File: src/rtl/root_counter_timer_core_assert.svh
// Assertion macros for the root counter timer block.
// The enclosing module must have clk and rst_n in scope; no other dependencies.
`ifndef ROOT_COUNTER_TIMER_CORE_ASSERT_SVH
`define ROOT_COUNTER_TIMER_CORE_ASSERT_SVH

`ifndef SYNTH
`define RCT_ASSERT(lbl, prop, msg) \
    lbl: assert property (@(posedge clk) disable iff (!rst_n) (prop)) else $error(msg);
`define RCT_ASSERT_NEXT(lbl, ante, cons, msg) \
    lbl: assert property (@(posedge clk) disable iff (!rst_n) (ante) |=> (cons)) else $error(msg);
`else
`define RCT_ASSERT(lbl, prop, msg)
`define RCT_ASSERT_NEXT(lbl, ante, cons, msg)
`endif

`endif

File: src/rtl/rct_pkg.sv
// Shared types and constants for the root counter timer block.
// No dependencies; the core, input-stage and core-logic modules use it by scoped names.
package rct_pkg;

    localparam int unsigned TIMER_INDEX = 0;
    localparam logic [15:0] SCANLINE_CYCLES = 16'd3413;
    localparam logic [3:0] DOT_DIVISOR_RESET = 4'd10;
    localparam logic [15:0] COUNT_MAX = 16'hFFFF;

    typedef enum logic [2:0] {
        FUNC_TICK         = 3'd0,
        FUNC_READ         = 3'd1,
        FUNC_WRITE        = 3'd2,
        FUNC_HBLANK_START = 3'd3,
        FUNC_HBLANK_END   = 3'd4,
        FUNC_VBLANK_START = 3'd5,
        FUNC_VBLANK_END   = 3'd6
    } func_t;

    localparam logic [1:0] REG_COUNT  = 2'd0;
    localparam logic [1:0] REG_MODE   = 2'd1;
    localparam logic [1:0] REG_TARGET = 2'd2;

    localparam logic [1:0] SYNC_PAUSE     = 2'd0;
    localparam logic [1:0] SYNC_RESET     = 2'd1;
    localparam logic [1:0] SYNC_RESET_RUN = 2'd2;
    localparam logic [1:0] SYNC_WAIT      = 2'd3;

    localparam int unsigned MODE_SYNC_EN    = 0;
    localparam int unsigned MODE_RESET_TGT  = 3;
    localparam int unsigned MODE_IRQ_TGT    = 4;
    localparam int unsigned MODE_IRQ_OVF    = 5;
    localparam int unsigned MODE_IRQ_REPEAT = 6;
    localparam int unsigned MODE_IRQ_TOGGLE = 7;
    localparam int unsigned MODE_IRQ_BIT    = 10;
    localparam int unsigned MODE_TGT_FLAG   = 11;
    localparam int unsigned MODE_OVF_FLAG   = 12;

    typedef logic [12:0] mode_t;

    typedef struct packed {
        logic [2:0]  func;
        logic [1:0]  reg_select;
        logic [15:0] write_data;
    } item_t;

    typedef struct packed {
        logic  valid;
        item_t item;
    } stage_t;

endpackage

File: src/rtl/rct_in_if.sv
// Input channel for the root counter timer: valid/ready handshake and item fields.
// No dependencies.
interface rct_in_if;
    logic        valid;
    logic        ready;
    logic [2:0]  func;
    logic [1:0]  reg_select;
    logic [15:0] write_data;

    modport source (output valid, func, reg_select, write_data, input ready);
    modport sink (input valid, func, reg_select, write_data, output ready);
endinterface

File: src/rtl/rct_out_if.sv
// Result channel for the root counter timer: valid/ready handshake and result fields.
// No dependencies.
interface rct_out_if;
    logic        valid;
    logic        ready;
    logic [15:0] read_data;
    logic        irq_request;
    logic        counter_running;

    modport source (output valid, read_data, irq_request, counter_running, input ready);
    modport sink (input valid, read_data, irq_request, counter_running, output ready);
endinterface

File: src/rtl/root_counter_timer_core.sv
// An item passes the input register, then the result register, before its result transfer;
// one item per cycle is sustained while results are taken, the counter state loop closing inside the core.
// Throughput is one item per clock while the result side is ready.
// Reset: asynchronous and active low; counter state clears to zero and the dot divisor
// returns to ten, with both channels empty.
`include "root_counter_timer_core_assert.svh"

module root_counter_timer_core (
    input  logic       clk,
    input  logic       rst_n,
    input  logic       cfg_we,
    input  logic [3:0] cfg_wdata,
    rct_in_if.sink     items,
    rct_out_if.source  results
);

    rct_pkg::stage_t stage;
    logic            advance;

    rct_in_stage u_in_stage (
        .clk     (clk),
        .rst_n   (rst_n),
        .items   (items),
        .advance (advance),
        .stage   (stage)
    );

    rct_core u_core (
        .clk       (clk),
        .rst_n     (rst_n),
        .cfg_we    (cfg_we),
        .cfg_wdata (cfg_wdata),
        .stage     (stage),
        .advance   (advance),
        .results   (results)
    );

    `RCT_ASSERT(a_irq_only_on_tick, !(results.valid && results.irq_request) || (results.read_data == 16'd0), "interrupt request on a result carrying read data")
    `RCT_ASSERT(a_stall_blocks_input, !(stage.valid && !advance) || !items.ready, "input accepted while the input register is stalled")
    `RCT_ASSERT_NEXT(a_advance_gives_result, advance, results.valid, "processed item did not produce a result")

endmodule

File: src/rtl/rct_in_stage.sv
// Input register of the root counter timer: captures one item per transfer.
// Depends on rct_pkg and rct_in_if.
module rct_in_stage (
    input  logic            clk,
    input  logic            rst_n,
    rct_in_if.sink          items,
    input  logic            advance,
    output rct_pkg::stage_t stage
);

    logic           valid_reg;
    logic           valid_next;
    rct_pkg::item_t item_reg;

    assign items.ready = !valid_reg || advance;
    assign valid_next  = items.ready ? items.valid : valid_reg;

    always_ff @(posedge clk or negedge rst_n)
    begin
        if (!rst_n)
        begin
            valid_reg <= 1'b0;
        end
        else
        begin
            valid_reg <= valid_next;
        end
    end

    always_ff @(posedge clk)
    begin
        if (items.valid && items.ready)
        begin
            item_reg <= '{func: items.func, reg_select: items.reg_select,
                          write_data: items.write_data};
        end
    end

    assign stage = '{valid: valid_reg, item: item_reg};

endmodule

File: src/rtl/rct_core.sv
// Counter state, prescaler, sync and interrupt logic with the result register.
// Depends on rct_pkg and rct_out_if.
module rct_core (
    input  logic            clk,
    input  logic            rst_n,
    input  logic            cfg_we,
    input  logic [3:0]      cfg_wdata,
    input  rct_pkg::stage_t stage,
    output logic            advance,
    rct_out_if.source       results
);

    typedef struct packed {
        rct_pkg::mode_t mode;
        logic           oneshot;
        logic           irq;
    } fire_t;

    function automatic logic eval_stopped(rct_pkg::mode_t mode, logic hb, logic vb);
        logic [1:0] sm;
        logic       blank;
        logic       st;
        sm    = mode[2:1];
        blank = (rct_pkg::TIMER_INDEX == 0) ? hb : vb;
        st    = 1'b0;
        if (mode[rct_pkg::MODE_SYNC_EN])
        begin
            if (rct_pkg::TIMER_INDEX == 2)
            begin
                st = (sm == rct_pkg::SYNC_PAUSE) || (sm == rct_pkg::SYNC_WAIT);
            end
            else
            begin
                st = ((sm == rct_pkg::SYNC_PAUSE) && blank)
                    || ((sm == rct_pkg::SYNC_RESET_RUN) && !blank)
                    || (sm == rct_pkg::SYNC_WAIT);
            end
        end
        return st;
    endfunction

    function automatic fire_t fire(fire_t s, logic is_ovf);
        fire_t r;
        logic  en;
        r = s;
        if (is_ovf)
        begin
            r.mode[rct_pkg::MODE_OVF_FLAG] = 1'b1;
            en = r.mode[rct_pkg::MODE_IRQ_OVF];
        end
        else
        begin
            r.mode[rct_pkg::MODE_TGT_FLAG] = 1'b1;
            en = r.mode[rct_pkg::MODE_IRQ_TGT];
        end
        if (en && (r.mode[rct_pkg::MODE_IRQ_REPEAT] || !r.oneshot))
        begin
            if (!r.mode[rct_pkg::MODE_IRQ_REPEAT])
            begin
                r.oneshot = 1'b1;
            end
            if (r.mode[rct_pkg::MODE_IRQ_TOGGLE])
            begin
                r.mode[rct_pkg::MODE_IRQ_BIT] = ~r.mode[rct_pkg::MODE_IRQ_BIT];
            end
            else
            begin
                r.mode[rct_pkg::MODE_IRQ_BIT] = 1'b0;
            end
            if (!r.mode[rct_pkg::MODE_IRQ_BIT])
            begin
                r.irq = 1'b1;
            end
        end
        return r;
    endfunction

    logic [15:0]    count_reg, count_next;
    logic [15:0]    prescale_reg, prescale_next;
    logic [15:0]    target_reg, target_next;
    rct_pkg::mode_t mode_reg, mode_next;
    logic           oneshot_reg, oneshot_next;
    logic           hblank_reg, hblank_next;
    logic           vblank_reg, vblank_next;
    logic [3:0]     dot_reg;
    logic           res_valid_reg, res_valid_next;
    logic [15:0]    read_data_reg, read_data_next;
    logic           irq_reg, irq_next;
    logic           running_reg, running_next;

    logic [15:0] divisor;
    logic [15:0] prescale_inc;
    logic [15:0] count_inc;
    logic        stopped_now;
    fire_t       fire_a, fire_b;

    assign advance = stage.valid && (!res_valid_reg || results.ready);

    always_comb
    begin
        divisor = 16'd1;
        if ((rct_pkg::TIMER_INDEX == 0) && mode_reg[8])
        begin
            divisor = (dot_reg == 4'd0) ? 16'd1 : {12'd0, dot_reg};
        end
        else if ((rct_pkg::TIMER_INDEX == 1) && mode_reg[8])
        begin
            divisor = rct_pkg::SCANLINE_CYCLES;
        end
        else if ((rct_pkg::TIMER_INDEX == 2) && mode_reg[9])
        begin
            divisor = 16'd8;
        end
    end

    assign stopped_now  = eval_stopped(mode_reg, hblank_reg, vblank_reg);
    assign prescale_inc = prescale_reg + 16'd1;
    assign count_inc    = count_reg + 16'd1;

    always_comb
    begin
        fire_a = '{mode: mode_reg, oneshot: oneshot_reg, irq: 1'b0};
        if (count_inc == target_reg)
        begin
            fire_a = fire(fire_a, 1'b0);
        end
        fire_b = fire_a;
        if (count_reg == rct_pkg::COUNT_MAX)
        begin
            fire_b = fire(fire_a, 1'b1);
        end
    end

    always_comb
    begin
        count_next     = count_reg;
        prescale_next  = prescale_reg;
        target_next    = target_reg;
        mode_next      = mode_reg;
        oneshot_next   = oneshot_reg;
        hblank_next    = hblank_reg;
        vblank_next    = vblank_reg;
        read_data_next = 16'd0;
        irq_next       = 1'b0;

        unique case (rct_pkg::func_t'(stage.item.func))
            rct_pkg::FUNC_TICK:
            begin
                if (!stopped_now)
                begin
                    if (prescale_inc < divisor)
                    begin
                        prescale_next = prescale_inc;
                    end
                    else
                    begin
                        prescale_next = 16'd0;
                        mode_next     = fire_b.mode;
                        oneshot_next  = fire_b.oneshot;
                        irq_next      = fire_b.irq;
                        if ((count_inc == target_reg) && mode_reg[rct_pkg::MODE_RESET_TGT])
                        begin
                            count_next = 16'd0;
                        end
                        else
                        begin
                            count_next = count_inc;
                        end
                    end
                end
            end
            rct_pkg::FUNC_READ:
            begin
                unique case (stage.item.reg_select)
                    rct_pkg::REG_COUNT:  read_data_next = count_reg;
                    rct_pkg::REG_MODE:
                    begin
                        read_data_next = {3'd0, mode_reg};
                        mode_next[rct_pkg::MODE_TGT_FLAG] = 1'b0;
                        mode_next[rct_pkg::MODE_OVF_FLAG] = 1'b0;
                    end
                    rct_pkg::REG_TARGET: read_data_next = target_reg;
                    default:             read_data_next = 16'd0;
                endcase
            end
            rct_pkg::FUNC_WRITE:
            begin
                unique case (stage.item.reg_select)
                    rct_pkg::REG_COUNT:  count_next = stage.item.write_data;
                    rct_pkg::REG_MODE:
                    begin
                        count_next    = 16'd0;
                        prescale_next = 16'd0;
                        oneshot_next  = 1'b0;
                        mode_next     = {mode_reg[12:11], 1'b1, stage.item.write_data[9:0]};
                    end
                    rct_pkg::REG_TARGET: target_next = stage.item.write_data;
                    default:             target_next = target_reg;
                endcase
            end
            rct_pkg::FUNC_HBLANK_START:
            begin
                hblank_next = 1'b1;
                if ((rct_pkg::TIMER_INDEX == 0) && mode_reg[rct_pkg::MODE_SYNC_EN])
                begin
                    if ((mode_reg[2:1] == rct_pkg::SYNC_RESET)
                        || (mode_reg[2:1] == rct_pkg::SYNC_RESET_RUN))
                    begin
                        count_next = 16'd0;
                    end
                    else if (mode_reg[2:1] == rct_pkg::SYNC_WAIT)
                    begin
                        mode_next[rct_pkg::MODE_SYNC_EN] = 1'b0;
                    end
                end
            end
            rct_pkg::FUNC_HBLANK_END:
            begin
                hblank_next = 1'b0;
            end
            rct_pkg::FUNC_VBLANK_START:
            begin
                vblank_next = 1'b1;
                if ((rct_pkg::TIMER_INDEX == 1) && mode_reg[rct_pkg::MODE_SYNC_EN])
                begin
                    if ((mode_reg[2:1] == rct_pkg::SYNC_RESET)
                        || (mode_reg[2:1] == rct_pkg::SYNC_RESET_RUN))
                    begin
                        count_next = 16'd0;
                    end
                    else if (mode_reg[2:1] == rct_pkg::SYNC_WAIT)
                    begin
                        mode_next[rct_pkg::MODE_SYNC_EN] = 1'b0;
                    end
                end
            end
            rct_pkg::FUNC_VBLANK_END:
            begin
                vblank_next = 1'b0;
            end
            default:
            begin
                hblank_next = hblank_reg;
            end
        endcase

        running_next = !eval_stopped(mode_next, hblank_next, vblank_next);
    end

    assign res_valid_next = advance ? 1'b1 : (results.ready ? 1'b0 : res_valid_reg);

    always_ff @(posedge clk or negedge rst_n)
    begin
        if (!rst_n)
        begin
            count_reg     <= 16'd0;
            prescale_reg  <= 16'd0;
            target_reg    <= 16'd0;
            mode_reg      <= '0;
            oneshot_reg   <= 1'b0;
            hblank_reg    <= 1'b0;
            vblank_reg    <= 1'b0;
            dot_reg       <= rct_pkg::DOT_DIVISOR_RESET;
            res_valid_reg <= 1'b0;
        end
        else
        begin
            res_valid_reg <= res_valid_next;
            if (advance)
            begin
                count_reg    <= count_next;
                target_reg   <= target_next;
                mode_reg     <= mode_next;
                oneshot_reg  <= oneshot_next;
                hblank_reg   <= hblank_next;
                vblank_reg   <= vblank_next;
            end
            if (cfg_we && (rct_pkg::TIMER_INDEX == 0) && mode_reg[8])
            begin
                prescale_reg <= 16'd0;
            end
            else if (advance)
            begin
                prescale_reg <= prescale_next;
            end
            if (cfg_we)
            begin
                dot_reg <= cfg_wdata;
            end
        end
    end

    always_ff @(posedge clk)
    begin
        if (advance)
        begin
            read_data_reg <= read_data_next;
            irq_reg       <= irq_next;
            running_reg   <= running_next;
        end
    end

    assign results.valid           = res_valid_reg;
    assign results.read_data       = read_data_reg;
    assign results.irq_request     = irq_reg;
    assign results.counter_running = running_reg;

endmodule
File: src/flat_wrapper.sv
// flat-port wrapper written by rule: the top's interface ports become plain ports
module root_counter_timer_core_flat 
  (clk, rst_n, cfg_we, cfg_wdata, items_valid, items_func, items_reg_select, items_write_data, items_ready, results_valid, results_read_data, results_irq_request, results_counter_running, results_ready);
  rct_in_if items_i ();
  rct_out_if results_i ();
  input  logic clk;
  input  logic rst_n;
  input  logic cfg_we;
  input  logic [3:0] cfg_wdata;
  input wire logic [$bits(items_i.valid)-1:0] items_valid;
  input wire logic [$bits(items_i.func)-1:0] items_func;
  input wire logic [$bits(items_i.reg_select)-1:0] items_reg_select;
  input wire logic [$bits(items_i.write_data)-1:0] items_write_data;
  output wire logic [$bits(items_i.ready)-1:0] items_ready;
  output wire logic [$bits(results_i.valid)-1:0] results_valid;
  output wire logic [$bits(results_i.read_data)-1:0] results_read_data;
  output wire logic [$bits(results_i.irq_request)-1:0] results_irq_request;
  output wire logic [$bits(results_i.counter_running)-1:0] results_counter_running;
  input wire logic [$bits(results_i.ready)-1:0] results_ready;
  assign items_i.valid = items_valid;
  assign items_i.func = items_func;
  assign items_i.reg_select = items_reg_select;
  assign items_i.write_data = items_write_data;
  assign items_ready = items_i.ready;
  assign results_valid = results_i.valid;
  assign results_read_data = results_i.read_data;
  assign results_irq_request = results_i.irq_request;
  assign results_counter_running = results_i.counter_running;
  assign results_i.ready = results_ready;
  root_counter_timer_core u_core (.clk(clk), .rst_n(rst_n), .cfg_we(cfg_we), .cfg_wdata(cfg_wdata), .items(items_i), .results(results_i));
endmodule
File: config.mk
export PLATFORM = sky130hd
export DESIGN_NAME = root_counter_timer_core_flat
export DESIGN_NICKNAME = d
export VERILOG_FILES = /design/src/rtl/rct_pkg.sv /design/src/rtl/rct_in_if.sv /design/src/rtl/rct_out_if.sv /design/src/rtl/root_counter_timer_core.sv /design/src/rtl/rct_in_stage.sv /design/src/rtl/rct_core.sv /design/src/flat_wrapper.sv
export VERILOG_INCLUDE_DIRS = /design/src /design/src/rtl
export SDC_FILE = /design/constraint.sdc
export NUM_CORES = 1
export LEC_CHECK = 0
export BUFFER_PORTS_ARGS = -buffer_cell sky130_fd_sc_hd__buf_2
export CAP_MARGIN = 10
export CORE_MARGIN = 4
export CORE_UTILIZATION = 50
export DETAILED_ROUTE_END_ITERATION = 6
export GPL_ROUTABILITY_DRIVEN = 0
export PLACE_DENSITY_LB_ADDON = 0.25
export SLEW_MARGIN = 25
export SYNTH_ARGS = -nofsm -noshare
export SYNTH_HDL_FRONTEND = slang
export SYNTH_SLANG_ARGS = --single-unit
export TNS_END_PERCENT = 1
File: constraint.sdc
create_clock -name clk -period 5.21 [get_ports clk]
set_input_delay 0.7815 -clock clk [delete_from_list [all_inputs] [get_ports clk]]
set_output_delay 0.7815 -clock clk [all_outputs]
set_load 0.05 [all_outputs]
==> summary by stage, run 1 <==
Run status
The run finished with clean final reports.

CTS
In this run the number of H-tree levels came out at 3. The number of buffers inserted by post-CTS setup repair is 0. The number of instances resized during post-cts repair is 0. The tree built by TritonCTS fans out to roughly 110 sinks. The CTS clock-pin slew for the worst setup and hold paths is approximately 0.07 ns. The clock latency at the later pin of the worst-skew pair is 0.36 ns. Clock tree synthesis inserted a total of 9 buffers.

The cell sitting at the root of the clock tree is a clkbuf_16. The largest buffer count on any clock path is 2. TritonCTS built the clock tree. The hold-fix buffer count after cts is 0.

Routing
The number of DRC violations after detailed-routing iteration 0 is 458. The number of design rule violations left after detail routing is 0. The number of detailed-routing iterations run before antenna repair is 6. The post-detailed-route count of antenna-violating nets is 0. The average routed wire per standard cell is between 15 and 20 um. The total routed wirelength is between 10000 and 15000 um.

Summing over every cut layer, the via total after detailed routing is around 4500. The per-cell via count in the routed design is roughly 6.0.

Pwr
IR analysis of the VDD net gives a maximum drop of 0.242 mV. The cell area power density is 375 mW/mm^2. The power spent charging and discharging nets is about 0.80 mW. The internal power of the cells totals 1.61 mW.

The share of total power in combinational logic is 0.241. The share of total power dissipated in sequential elements is 0.477. The leakage power total is 2.61 nW. The share of total power dissipated in the clock network is 0.282. The switching share of power is 0.332.

Floorplanning
The initial utilization of the core area, before any placement, comes to 0.510. After floorplanning, the core was sized to cover roughly 0.011 sq mm. The floorplan step defined a die boundary enclosing between 0.01 and 0.015 sq mm. The floorplan has 39 rows. Pin placement for this block handled 50 I/O pins. The die is 116 um wide. The vertical die dimension is about 120 um.

STA
Measured against its own limit, the worst slew margin works out to 0.415. The hold violation total from the final report was 0. The total count of max-transition violations in the final report is 0. The pin slew with the least headroom to its limit is ~0.9 ns. The slack of the critical path is between 1.5 and 2 ns.

The final period demand of the worst path is around 3.5 ns. Summed over all failing endpoints, the final setup total negative slack is 0 ns. The highest clock frequency the design can meet is 283 MHz.

Setup violations remaining at the end of the flow were counted as 0. Setup repair after global routing left no endpoint under its margin. In the finished design, the share of the clock period the worst path needs comes to 0.677. The setup skew after layout is ~0.0065 ns.

Synth
The synthesized area per cell is slightly above 10 sq um. The net count after synthesis is approximately 600. The share of flip-flops with an asynchronous set or reset after synthesis is 0.639. For this run, the leading register cell type out of synthesis is dfrtp_1.

The synthesized design contains around 110 register bits. Yosys mapped a number of flops with a built-in enable equal to 39. The mapped netlist covers between 0.005 and 0.006 sq mm.

During synthesis, Yosys emitted a total of 0 warnings. Counting every instance in the synthesized netlist gives roughly 570. The share of the Yosys chip area taken by registers is 0.500.

Counting distinct cell types in the post-synthesis netlist gives 61.

Layout
In the layout the commonest cells are 67 x dfrtp_1, 57 x nand2_1, 49 x buf_2. For this run, the post-layout net count is between 600 and 700. The flip-flop count of the largest register after layout is 21. The fraction of layout instances using a drive strength above 1 is 0.176. The final cell count without fillers is approximately 750. After routing the design area is roughly 0.0064 sq mm.

The multi-input logic area is around 0.0027 sq mm. The synthesis-to-finish area growth is 11.0%. Summing all flip-flop and latch instances after layout gives 0.00290 sq mm. The final antenna diode count is 0.

Leaving out fill and tap cells, the most frequent cell in the layout is dfrtp_1. The layout has 1004 filler cells.

Critical path
The largest individual stage delay along the critical path comes from the cell or4b_4. The critical path contains buffers and inverters numbering 0 combined. The critical path starts at u_core.u_core.count_reg[0]$_DFFE_PN0P_. The path type of the worst setup path is flip-flop to flip-flop. Walking the worst path, the cells encountered are ha_1 -> nand3_1 -> or3_1 -> a221oi_2 -> o2111ai_1 -> or4b_4 -> o31a_1 -> a2111o_1 -> a211o_1. The highest cell delay on the worst timing path is between 0.6 and 0.7 ns. The critical-path maximum fanout is 7. For the worst setup path, the data arrival time is approximately 3.8 ns. STA classifies the critical path startpoint as a flip-flop.

The worst register-to-register path begins at u_core.u_core.count_reg[0]$_DFFE_PN0P_. The family with the most delay on the worst path is compound AO/OA/AOI/OAI gates. STA puts the critical path data required time at around 5.5 ns.

The worst setup path is captured at a flip-flop.

Placement
Detailed placement finished with a half-perimeter wire length of around 9400 um. The total of buffers placed on input and output ports is approximately 50. The number of placed instances, taps included, is 730. The standard cell area after detailed placement is 0.00613 sq mm. The pre-CTS worst setup slack is about 1.7 ns.

Worst hold path
The startpoint of the tightest hold check path is u_core.u_in_stage.valid_reg$_DFFE_PN0N_. The tightest min-delay check is of the flip-flop to flip-flop type.

Global route
The initial antenna violation count is 0. The first global-routing pass estimated around 22000 um of wire. The number of global-route vias before repair was around 4200.

The all-layer global routing usage is 0.209. The largest net degree at the start of global routing is 70. The remaining global-route overflow is 0.

Job
The number of max-capacitance violations reported is 0.
## kinds of logic (layout without fill, tap and decap cells)
logic type / Yosys count / after routing / synth area share
buf+inv: 56 / 90 / 0.0386
mux: 41 / 41 / 0.0755
fa+ha+maj: 9 / 9 / 0.0194
flops: 108 / 108 / 0.500
compound gates: 120 / 120 / 0.142
simple gates: 208 / 208 / 0.183
xor+xnor: 27 / 27 / 0.0408
## layer usage
layer  vias up  GRT usage  share of wire
met5         -          0              0
met4         0      0.101          0.029
met3        36     0.0397          0.074
met2       181      0.317           0.46
met1      2159      0.290           0.43
li1       2129          -              -
## power by group through the flow
stage                     logic, mW  clock network (mW)  registers (mW)
final                         0.581               0.680            1.15
after global routing          0.646               0.721            1.17
after CTS                     0.581               0.692            1.15
after detailed placement      0.577                   0            1.16
after global placement        0.563                   0            1.15
after floorplan               0.453                   0            1.13
## stage by stage
stage                util  hold WS [ns]  power (mW)
floorplan               -         0.446        1.58
CTS                 0.566         0.505        2.42
finish              0.566         0.502        2.41
global route        0.566         0.526        2.53
detailed placement  0.540         0.488        1.74
global placement    0.539         0.466        1.72
## synth_stat cells, types with 4 or more instances
cell type  instances  area [sq um]
nor3_1            13          65.1
dfrtp_1           67          1680
and4_1             4          35.0
mux2_2            22           248
buf_2              4          20.0
xnor2_1           19           166
edfxtp_1          39          1170
nor4_1             6          37.5
ha_1               9           113
nand4_1           10          62.6
nand3_1           12          60.1
a31oi_1            7          43.8
mux2i_1           19           190
xor2_1             8          70.1
a21oi_1           19          95.1
and2_1            14          87.6
nor2b_1            7          43.8
o21ai_0           37           185
inv_1             17          63.8
or3_1             11          68.8
clkbuf_1          30           113
a22o_1            14           123
and3_1             4          25.0
o31ai_1           10          75.1
nand2_1           57           214
nand2b_1           8          50.1
nor2_1            47           176
nand3b_1           4          30.0
## area by class of cell
class,count,area share
flip-flops and latches,108,0.451
inverters,17,0.00992
multi-input cells,405,0.418
repair buffers,57,0.0475
well taps,143,0.0278
clock inverters,4,0.00486
clock buffers,12,0.0414
## path summary, 6_finish.rpt
check	endpoint	slack (ns)	cells after the start
max	u_core.u_core.mode_reg[10]$_DFFE_PN0P_	1.68	9
min	u_core.u_core.results.valid$_DFFE_PN0P_	0.50	1
max reg2reg	u_core.u_core.mode_reg[10]$_DFFE_PN0P_	1.68	9
min reg2reg	u_core.u_core.results.valid$_DFFE_PN0P_	0.50	1
max in group asynchronous	u_core.u_core.mode_reg[2]$_DFFE_PN0P_	4.03	2
min in group asynchronous	u_core.u_core.mode_reg[7]$_DFFE_PN0P_	0.62	2
No activity file was read; power rests on OpenSTA's default activity.
==> inputs of run 2 (changes only) <==
==> constraint.sdc (replaced) <==
create_clock -name clk -period 3.3 [get_ports clk]
set_input_delay 0.495 -clock clk [delete_from_list [all_inputs] [get_ports clk]]
set_output_delay 0.495 -clock clk [all_outputs]
set_load 0.05 [all_outputs]
==> summary by stage, run 2 (same netlist as run 1, synthesis figures left out) <==
Layout
The final cell count without fillers came to 778 (+4.3%). The synthesis-to-finish area growth is 17.0%. The final antenna diode count came to 0 (unchanged). The fraction of layout instances using a drive strength above 1 is 0.222 (+0.0463). The number of nets in the layout was 669 (+5.0%). The flip-flop count of the largest register after layout was 21 (unchanged).

Leaving out fill and tap cells, the most frequent cell in the layout is dfrtp_1. The top cell types in the final layout, fill and taps aside, are 64 x dfrtp_1, 57 x nand2_1, 49 x buf_2. The final design instance area without fill is 0.00678 sq mm (+5.5%).

Critical path
The worst setup path is captured at a flip-flop. The path type of the worst setup path is flip-flop to flip-flop. The critical register-to-register path endpoint is u_core.u_core.mode_reg[10]$_DFFE_PN0P_. The required arrival time at the worst endpoint is 3.54 ns (-1.92 ns). The element type at the critical path start is a flip-flop. The critical-path maximum fanout is 5 (-2).

The internal reg-to-reg setup slack is 0.08 ns (-1.60 ns). The endpoint arrival time on the critical path came to 3.46 ns (-0.32 ns). The worst-case reg-to-reg path depth is 9 (unchanged).

The worst register-to-register path begins at u_core.u_core.count_reg[0]$_DFFE_PN0P_.

Routing
The number of DRC violations after detailed-routing iteration 0 is 330 (-28%). The number of detailed-routing iterations run before antenna repair is 5 (-1). The per-cell via count in the routed design is 6.04 (about the same). The post-detailed-route count of antenna-violating nets is 0 (unchanged).

The number of design rule violations left after detail routing is 0 (unchanged). The total routed wirelength is 14100 um (+5.2%). The average routed wire per standard cell was 18.1 um (+0.90%). The via total after detailed routing came to 4700 (+4.3%).

Placement
The half-perimeter wire length of the detailed placement result is 10100 um (+8.2%). The total placed cells including tap cells is 759 (+4.0%). The standard cell area after detailed placement was 0.00638 sq mm (+3.9%). The total of buffers placed on input and output ports is 49 (unchanged).

Worst hold path
The kind of path behind the tightest hold check is input port to asynchronous set/reset pin.

STA
The hold violation total from the final report was 0 (unchanged). The highest clock frequency the design can meet is 311 MHz (+9.6%). The final period demand of the worst path is 3.22 ns (-0.309 ns). The setup skew after layout is 0.00875 ns (+0.00220 ns). The pin slew with the least headroom to its limit is 0.839 ns (-0.0390 ns).

The final setup violation count is 0 (unchanged). The setup TNS after final layout is 0 ns (unchanged). The share of the clock period used by the worst path is 0.975 (+0.298). The relative max-transition margin is 0.441 (+0.0260).

The total count of max-transition violations in the final report is 0 (unchanged). The smallest hold slack is 0.129 ns (-0.373 ns).

Job
The number of max-capacitance violations reported came to 0 (unchanged).

Global route
The all-layer global routing usage is 0.217 (+0.00860). The largest net degree at the start of global routing was 31 (-56%). The initial antenna violation count is 0 (unchanged). The global-route wire length before repair came to 22600 um (+4.8%). The remaining global-route overflow is 0 (unchanged). The number of global-route vias before repair is 4461 (+5.5%).

Floorplanning
The vertical die dimension is 116 um (unchanged). The number of top-level pins is 50 (unchanged). The number of core rows is 39 (unchanged). The core footprint came to 0.0114 sq mm (unchanged). The die width came to 116 um (unchanged).

The area of the die came to 0.0134 sq mm (unchanged). The effective utilization at floorplan is 0.510 (unchanged).

Pwr
The maximum resistive drop on vdd was 0.317 mV (+31%). The clock network power share is 0.284 (+0.002). The overall power consumption was 4.07 mW (+69%). The leakage power total is 2.79 nW (+6.9%). The share of total power in combinational logic is 0.280 (+0.039). The power spent charging and discharging nets is 1.31 mW (+63%).

The sequential share of power is 0.436 (-0.041). The switching share of power is 0.321 (-0.0119). The cell area power density came to 601 mW/mm^2 (+60%). The design internal power is 2.77 mW (+72%).

Run status
The flow ran to the end, and the final reports show no timing, DRC or antenna violations.

CTS
The largest buffer count on any clock path is 2 (unchanged). The clock latency at the later pin of the worst-skew pair is 0.35 ns (about the same). The CTS clock-pin slew for the worst setup and hold paths is 0.07 ns (about the same). The number of buffers created by CTS was 9 (unchanged). The tree is rooted in a clkbuf_16.

The number of levels in the clock H-tree is 3 (unchanged). TritonCTS built the clock tree. The sink count of the clock tree is 108 (unchanged).
[run 2: cell count changes in the layout (fill, tap and decap cells not counted), moves of 2 or more]
cell       delta
buf_4        +29
clkbuf_1      +2
bufinv_16     +2
dfrtp_2       +3
dfrtp_1       -3
clkbuf_8      -2
buf_12        +3
[run 2: what timing repair did]
| action | in CTS | in global routing |
|---|---|---|
| gates cloned | 0 | 0 |
| hold buffers | 0 | 0 |
| pin swaps | 1 | 1 |
| gates resized for setup | 1 | 9 |
| buffers inserted | 0 | 3 |
| endpoints found under the setup margin | 9 | 18 |
[run 2: stage by stage]
step	utilization	setup slack [ns]
floorplan	-	0.164
global placement	0.561	0.0678
detailed placement	0.561	-0.00524
CTS	0.590	0.0247
global route	0.597	-0.0204
finish	0.597	0.0816
[run 2: worst max path at each step]
stage | from | end | slack [ns] | cells past startpoint
detailed placement | u_core.u_core.prescale_reg[1]$_DFFE_PN0P_ | u_core.u_core.count_reg[8]$_DFFE_PN0P_ | -0.005 | 11
finish | u_core.u_core.count_reg[0]$_DFFE_PN0P_ | u_core.u_core.mode_reg[10]$_DFFE_PN0P_ | 0.08 | 9
global placement | u_core.u_core.count_reg[1]$_DFFE_PN0P_ | u_core.u_core.mode_reg[10]$_DFFE_PN0P_ | 0.07 | 8
CTS | u_core.u_core.prescale_reg[1]$_DFFE_PN0P_ | u_core.u_core.count_reg[8]$_DFFE_PN0P_ | 0.02 | 11
floorplan | u_core.u_core.count_reg[0]$_DFFE_PN0P_ | u_core.u_core.mode_reg[10]$_DFFE_PN0P_ | 0.16 | 9
global route | u_core.u_core.count_reg[0]$_DFFE_PN0P_ | u_core.u_core.mode_reg[10]$_DFFE_PN0P_ | -0.02 | 8
[run 2: power groups by stage]
stage	registers, mW	logic [mW]	clock network [mW]
finish	1.78	1.14	1.16
global route	1.80	1.25	1.25
CTS	1.77	1.09	1.18
detailed placement	1.79	1.08	0
global placement	1.77	1.05	0
floorplan	1.78	0.715	0
[run 2: routing by layer]
layer | track usage | vias up | wire length (um) | part of all wire
li1 | - | 2185 | - | -
met2 | 0.334 | 159 | 6480 | 0.46
met3 | 0.0413 | 30 | 882 | 0.063
met1 | 0.311 | 2326 | 6410 | 0.46
met4 | 0.0758 | 0 | 280 | 0.020
met5 | 0 | - | 0 | 0
[run 2: layout make-up]
type,instances,area [sq um]
sequential,108,2900
clock inverter,4,72.6
tap,143,179
timing repair buffer,89,583
clock buffer,12,246
multi-input combinational,405,2740
inverter,17,63.8
fill,962,4590
[run 2: critical path, stage by stage, from the launching register on]
cell and delay (ns):
dfrtp_2 0.44, ha_1 0.24, buf_4 0.16, or3_1 0.38
a31oi_2 0.22, o2111ai_1 0.16, or4b_4 0.61, o31a_1 0.28
a2111o_1 0.34, a211o_1 0.29
==> inputs of run 3 (changes only) <==
==> constraint.sdc (replaced) <==
create_clock -name clk -period 3.5 [get_ports clk]
set_input_delay 0.525 -clock clk [delete_from_list [all_inputs] [get_ports clk]]
set_output_delay 0.525 -clock clk [all_outputs]
set_load 0.05 [all_outputs]
==> summary by stage, run 3 (same netlist as run 1, synthesis figures left out) <==
Job
The number of max-capacitance violations reported was 0 (unchanged).

STA
The setup skew after layout is 0.00977 ns (+0.00102 ns). The smallest hold slack is 0.342 ns (+0.213 ns). The highest clock frequency the design can meet is 300 MHz (-3.4%). Setup repair after global routing left no endpoint under its margin.

The hold violation total from the final report came to 0 (unchanged). The total count of max-transition violations in the final report is 0 (unchanged). The setup TNS after final layout is 0 ns (unchanged). The relative max-transition margin came to 0.396 (-0.0446).

The share of the clock period used by the worst path is 0.952 (-0.0235). The final period demand of the worst path was 3.33 ns (+0.113 ns). The pin slew with the least headroom to its limit is 0.906 ns (+0.0668 ns). The final setup violation count is 0 (unchanged).

Floorplanning
The area of the die is 0.0134 sq mm (unchanged). The number of core rows was 39 (unchanged). The number of top-level pins is 50 (unchanged).

The effective utilization at floorplan was 0.510 (unchanged). The core footprint is 0.0114 sq mm (unchanged). The vertical die dimension is 116 um (unchanged). The die width is 116 um (unchanged).

Pwr
The sequential share of power is 0.453 (+0.017). The power spent charging and discharging nets came to 1.19 mW (-9.1%). The design internal power is 2.54 mW (-8.4%). The cell area power density came to 565 mW/mm^2 (-6.0%). The leakage power total came to 2.72 nW (-2.8%). The overall power consumption is 3.73 mW (-8.6%). The maximum resistive drop on vdd came to 0.395 mV (+25%). The clock network power share is 0.292 (+0.008).

The share of total power in combinational logic is 0.255 (-0.025). The switching share of power came to 0.319 (-0.00168).

Global route
The global-route wire length before repair is 22600 um (-0.15%). The largest net degree at the start of global routing is 70 (+130%). The remaining global-route overflow is 0 (unchanged). The initial antenna violation count is 0 (unchanged). The number of global-route vias before repair is 4333 (-2.9%).

The all-layer global routing usage was 0.217 (-0.000530).

Layout
Leaving out fill and tap cells, the most frequent cell in the layout is dfrtp_1. Relative to the synthesized area, the layout overhead comes to 13.8%. The utilization of the core after routing is 0.580 (-0.0163). Leaving out fill and tap cells, the most frequent cells in the layout are 66 x dfrtp_1, 57 x nand2_1, 49 x buf_2.

The number of nets in the layout is 655 (-2.1%). The fraction of layout instances using a drive strength above 1 was 0.200 (-0.0224). The flip-flop count of the largest register after layout is 21 (unchanged).

The final design instance area without fill is 0.00660 sq mm (-2.7%). The final antenna diode count is 0 (unchanged). The fill cell total of the finished layout is 944 (-1.9%).

Critical path
The required arrival time at the worst endpoint was 3.74 ns (+0.20 ns). The critical path endpoint category is a flip-flop. The path type of the worst setup path is flip-flop to flip-flop. The worst-case reg-to-reg path depth is 9 (unchanged). The critical-path maximum fanout came to 6 (+1). The internal reg-to-reg setup slack is 0.17 ns (+0.09 ns). The critical register-to-register path endpoint is u_core.u_core.mode_reg[10]$_DFFE_PN0P_.

The endpoint arrival time on the critical path is 3.57 ns (+0.11 ns). The worst setup path is launched from a flip-flop. In this run the critical register-to-register path is launched from u_core.u_core.count_reg[1]$_DFFE_PN0P_.

CTS
The hold-fix buffer count after cts is 0 (unchanged). The clock latency at the later pin of the worst-skew pair was 0.35 ns (about the same). The number of levels in the clock H-tree was 3 (unchanged). CTS placed an instance of clkbuf_16 at the clock tree root. The number of buffers created by CTS is 9 (unchanged). The CTS tree is done. The largest buffer count on any clock path was 2 (unchanged). The CTS clock-pin slew for the worst setup and hold paths is 0.07 ns (about the same). The sink count of the clock tree came to 108 (unchanged).

Routing
The total routed wirelength came to 13600 um (-3.4%). The via total after detailed routing is 4524 (-3.7%). The post-detailed-route count of antenna-violating nets was 0 (unchanged). The number of design rule violations left after detail routing is 0 (unchanged). The number of detailed-routing iterations run before antenna repair is 6 (+1). The average routed wire per standard cell is 17.8 um (-1.7%). The number of DRC violations after detailed-routing iteration 0 was 391 (+18%).

The per-cell via count in the routed design is 5.92 (-2.0%).

Worst hold path
For hold timing, the worst endpoint is u_core.u_in_stage.stage[10]$_DFFE_PP_. The kind of path behind the tightest hold check is input port to flip-flop. The startpoint of the tightest hold check path is items_write_data[10]. The instance count along the most critical hold path is 1.

Run status
The run finished with clean final reports.

Placement
The half-perimeter wire length of the detailed placement result was 9630 um (-5.0%). The total of buffers placed on input and output ports was 49 (unchanged). The standard cell area after detailed placement is 0.00626 sq mm (-1.8%).
run 3: cell count changes in the layout (fill, tap and decap cells not counted), sizes merged:
cell      previous run  this run
clkinv               2         1
clkbuf              12        13
clkinvlp             0         1
bufinv               2         1
buf                 89        75
run 3: critical path, stage by stage, from the launching register on:
cell and delay (ns):
dfrtp_1 0.44, ha_1 0.28, nand3_1 0.18, or3_1 0.41, a221oi_2 0.24, o2111ai_1 0.15
or4b_4 0.60, o31a_1 0.27, a2111o_1 0.35, a211o_1 0.29
run 3: metal layers:
metal / GRT usage / part of all wire / vias to the layer above
met5: 0 / 0 / -
met4: 0.0858 / 0.023 / 0
met3: 0.0454 / 0.067 / 23
met2: 0.322 / 0.45 / 149
met1: 0.313 / 0.46 / 2200
li1: - / - / 2152
run 3: worst max path at each step:
| stage | start | end | slack (ns) | cells after the start |
|---|---|---|---|---|
| floorplan | u_core.u_core.count_reg[0]$_DFFE_PN0P_ | u_core.u_core.mode_reg[10]$_DFFE_PN0P_ | 0.36 | 9 |
| global placement | u_core.u_core.prescale_reg[1]$_DFFE_PN0P_ | u_core.u_core.count_reg[9]$_DFFE_PN0P_ | 0.16 | 11 |
| detailed placement | u_core.u_core.prescale_reg[1]$_DFFE_PN0P_ | u_core.u_core.count_reg[9]$_DFFE_PN0P_ | 0.06 | 11 |
| CTS | u_core.u_core.prescale_reg[1]$_DFFE_PN0P_ | u_core.u_core.count_reg[9]$_DFFE_PN0P_ | 0.04 | 11 |
| global route | u_core.u_core.count_reg[1]$_DFFE_PN0P_ | u_core.u_core.mode_reg[10]$_DFFE_PN0P_ | 0.03 | 9 |
| finish | u_core.u_core.count_reg[1]$_DFFE_PN0P_ | u_core.u_core.mode_reg[10]$_DFFE_PN0P_ | 0.17 | 9 |
run 3: timing repair:
action / in CTS / in global routing
endpoints found under the setup margin: 0 / 5
endpoints found under the hold margin: 0 / 0
buffers inserted: 0 / 0
resized for setup: 0 / 2
run 3: cell type report:
type,count,area (sq um),area share
clock buffers,13,282,0.0427
multi-input cells,405,2690,0.408
repair buffers,75,440,0.0667
clock inverters,3,42.5,0.00645
inverters,17,63.8,0.00967
flip-flops and latches,108,2900,0.440
well taps,143,179,0.0271
run 3: metrics by stage:
| step | cells | setup slack [ns] |
|---|---|---|
| 5_1_grt | 764 | 0.0287 |
| 3_3_place_gp | 747 | 0.157 |
| 4_1_cts | 763 | 0.0375 |
| 2_1_floorplan | 569 | 0.364 |
| 6_report | 764 | 0.169 |
| 3_5_place_dp | 747 | 0.0558 |
run 3: power by group through the flow:
stage | registers (mW) | clock network, mW | logic (mW)
after floorplan | 1.68 | 0 | 0.674
after global placement | 1.70 | 0 | 0.921
after detailed placement | 1.71 | 0 | 0.944
after CTS | 1.68 | 1.10 | 0.949
after global routing | 1.71 | 1.16 | 1.05
final | 1.69 | 1.09 | 0.952
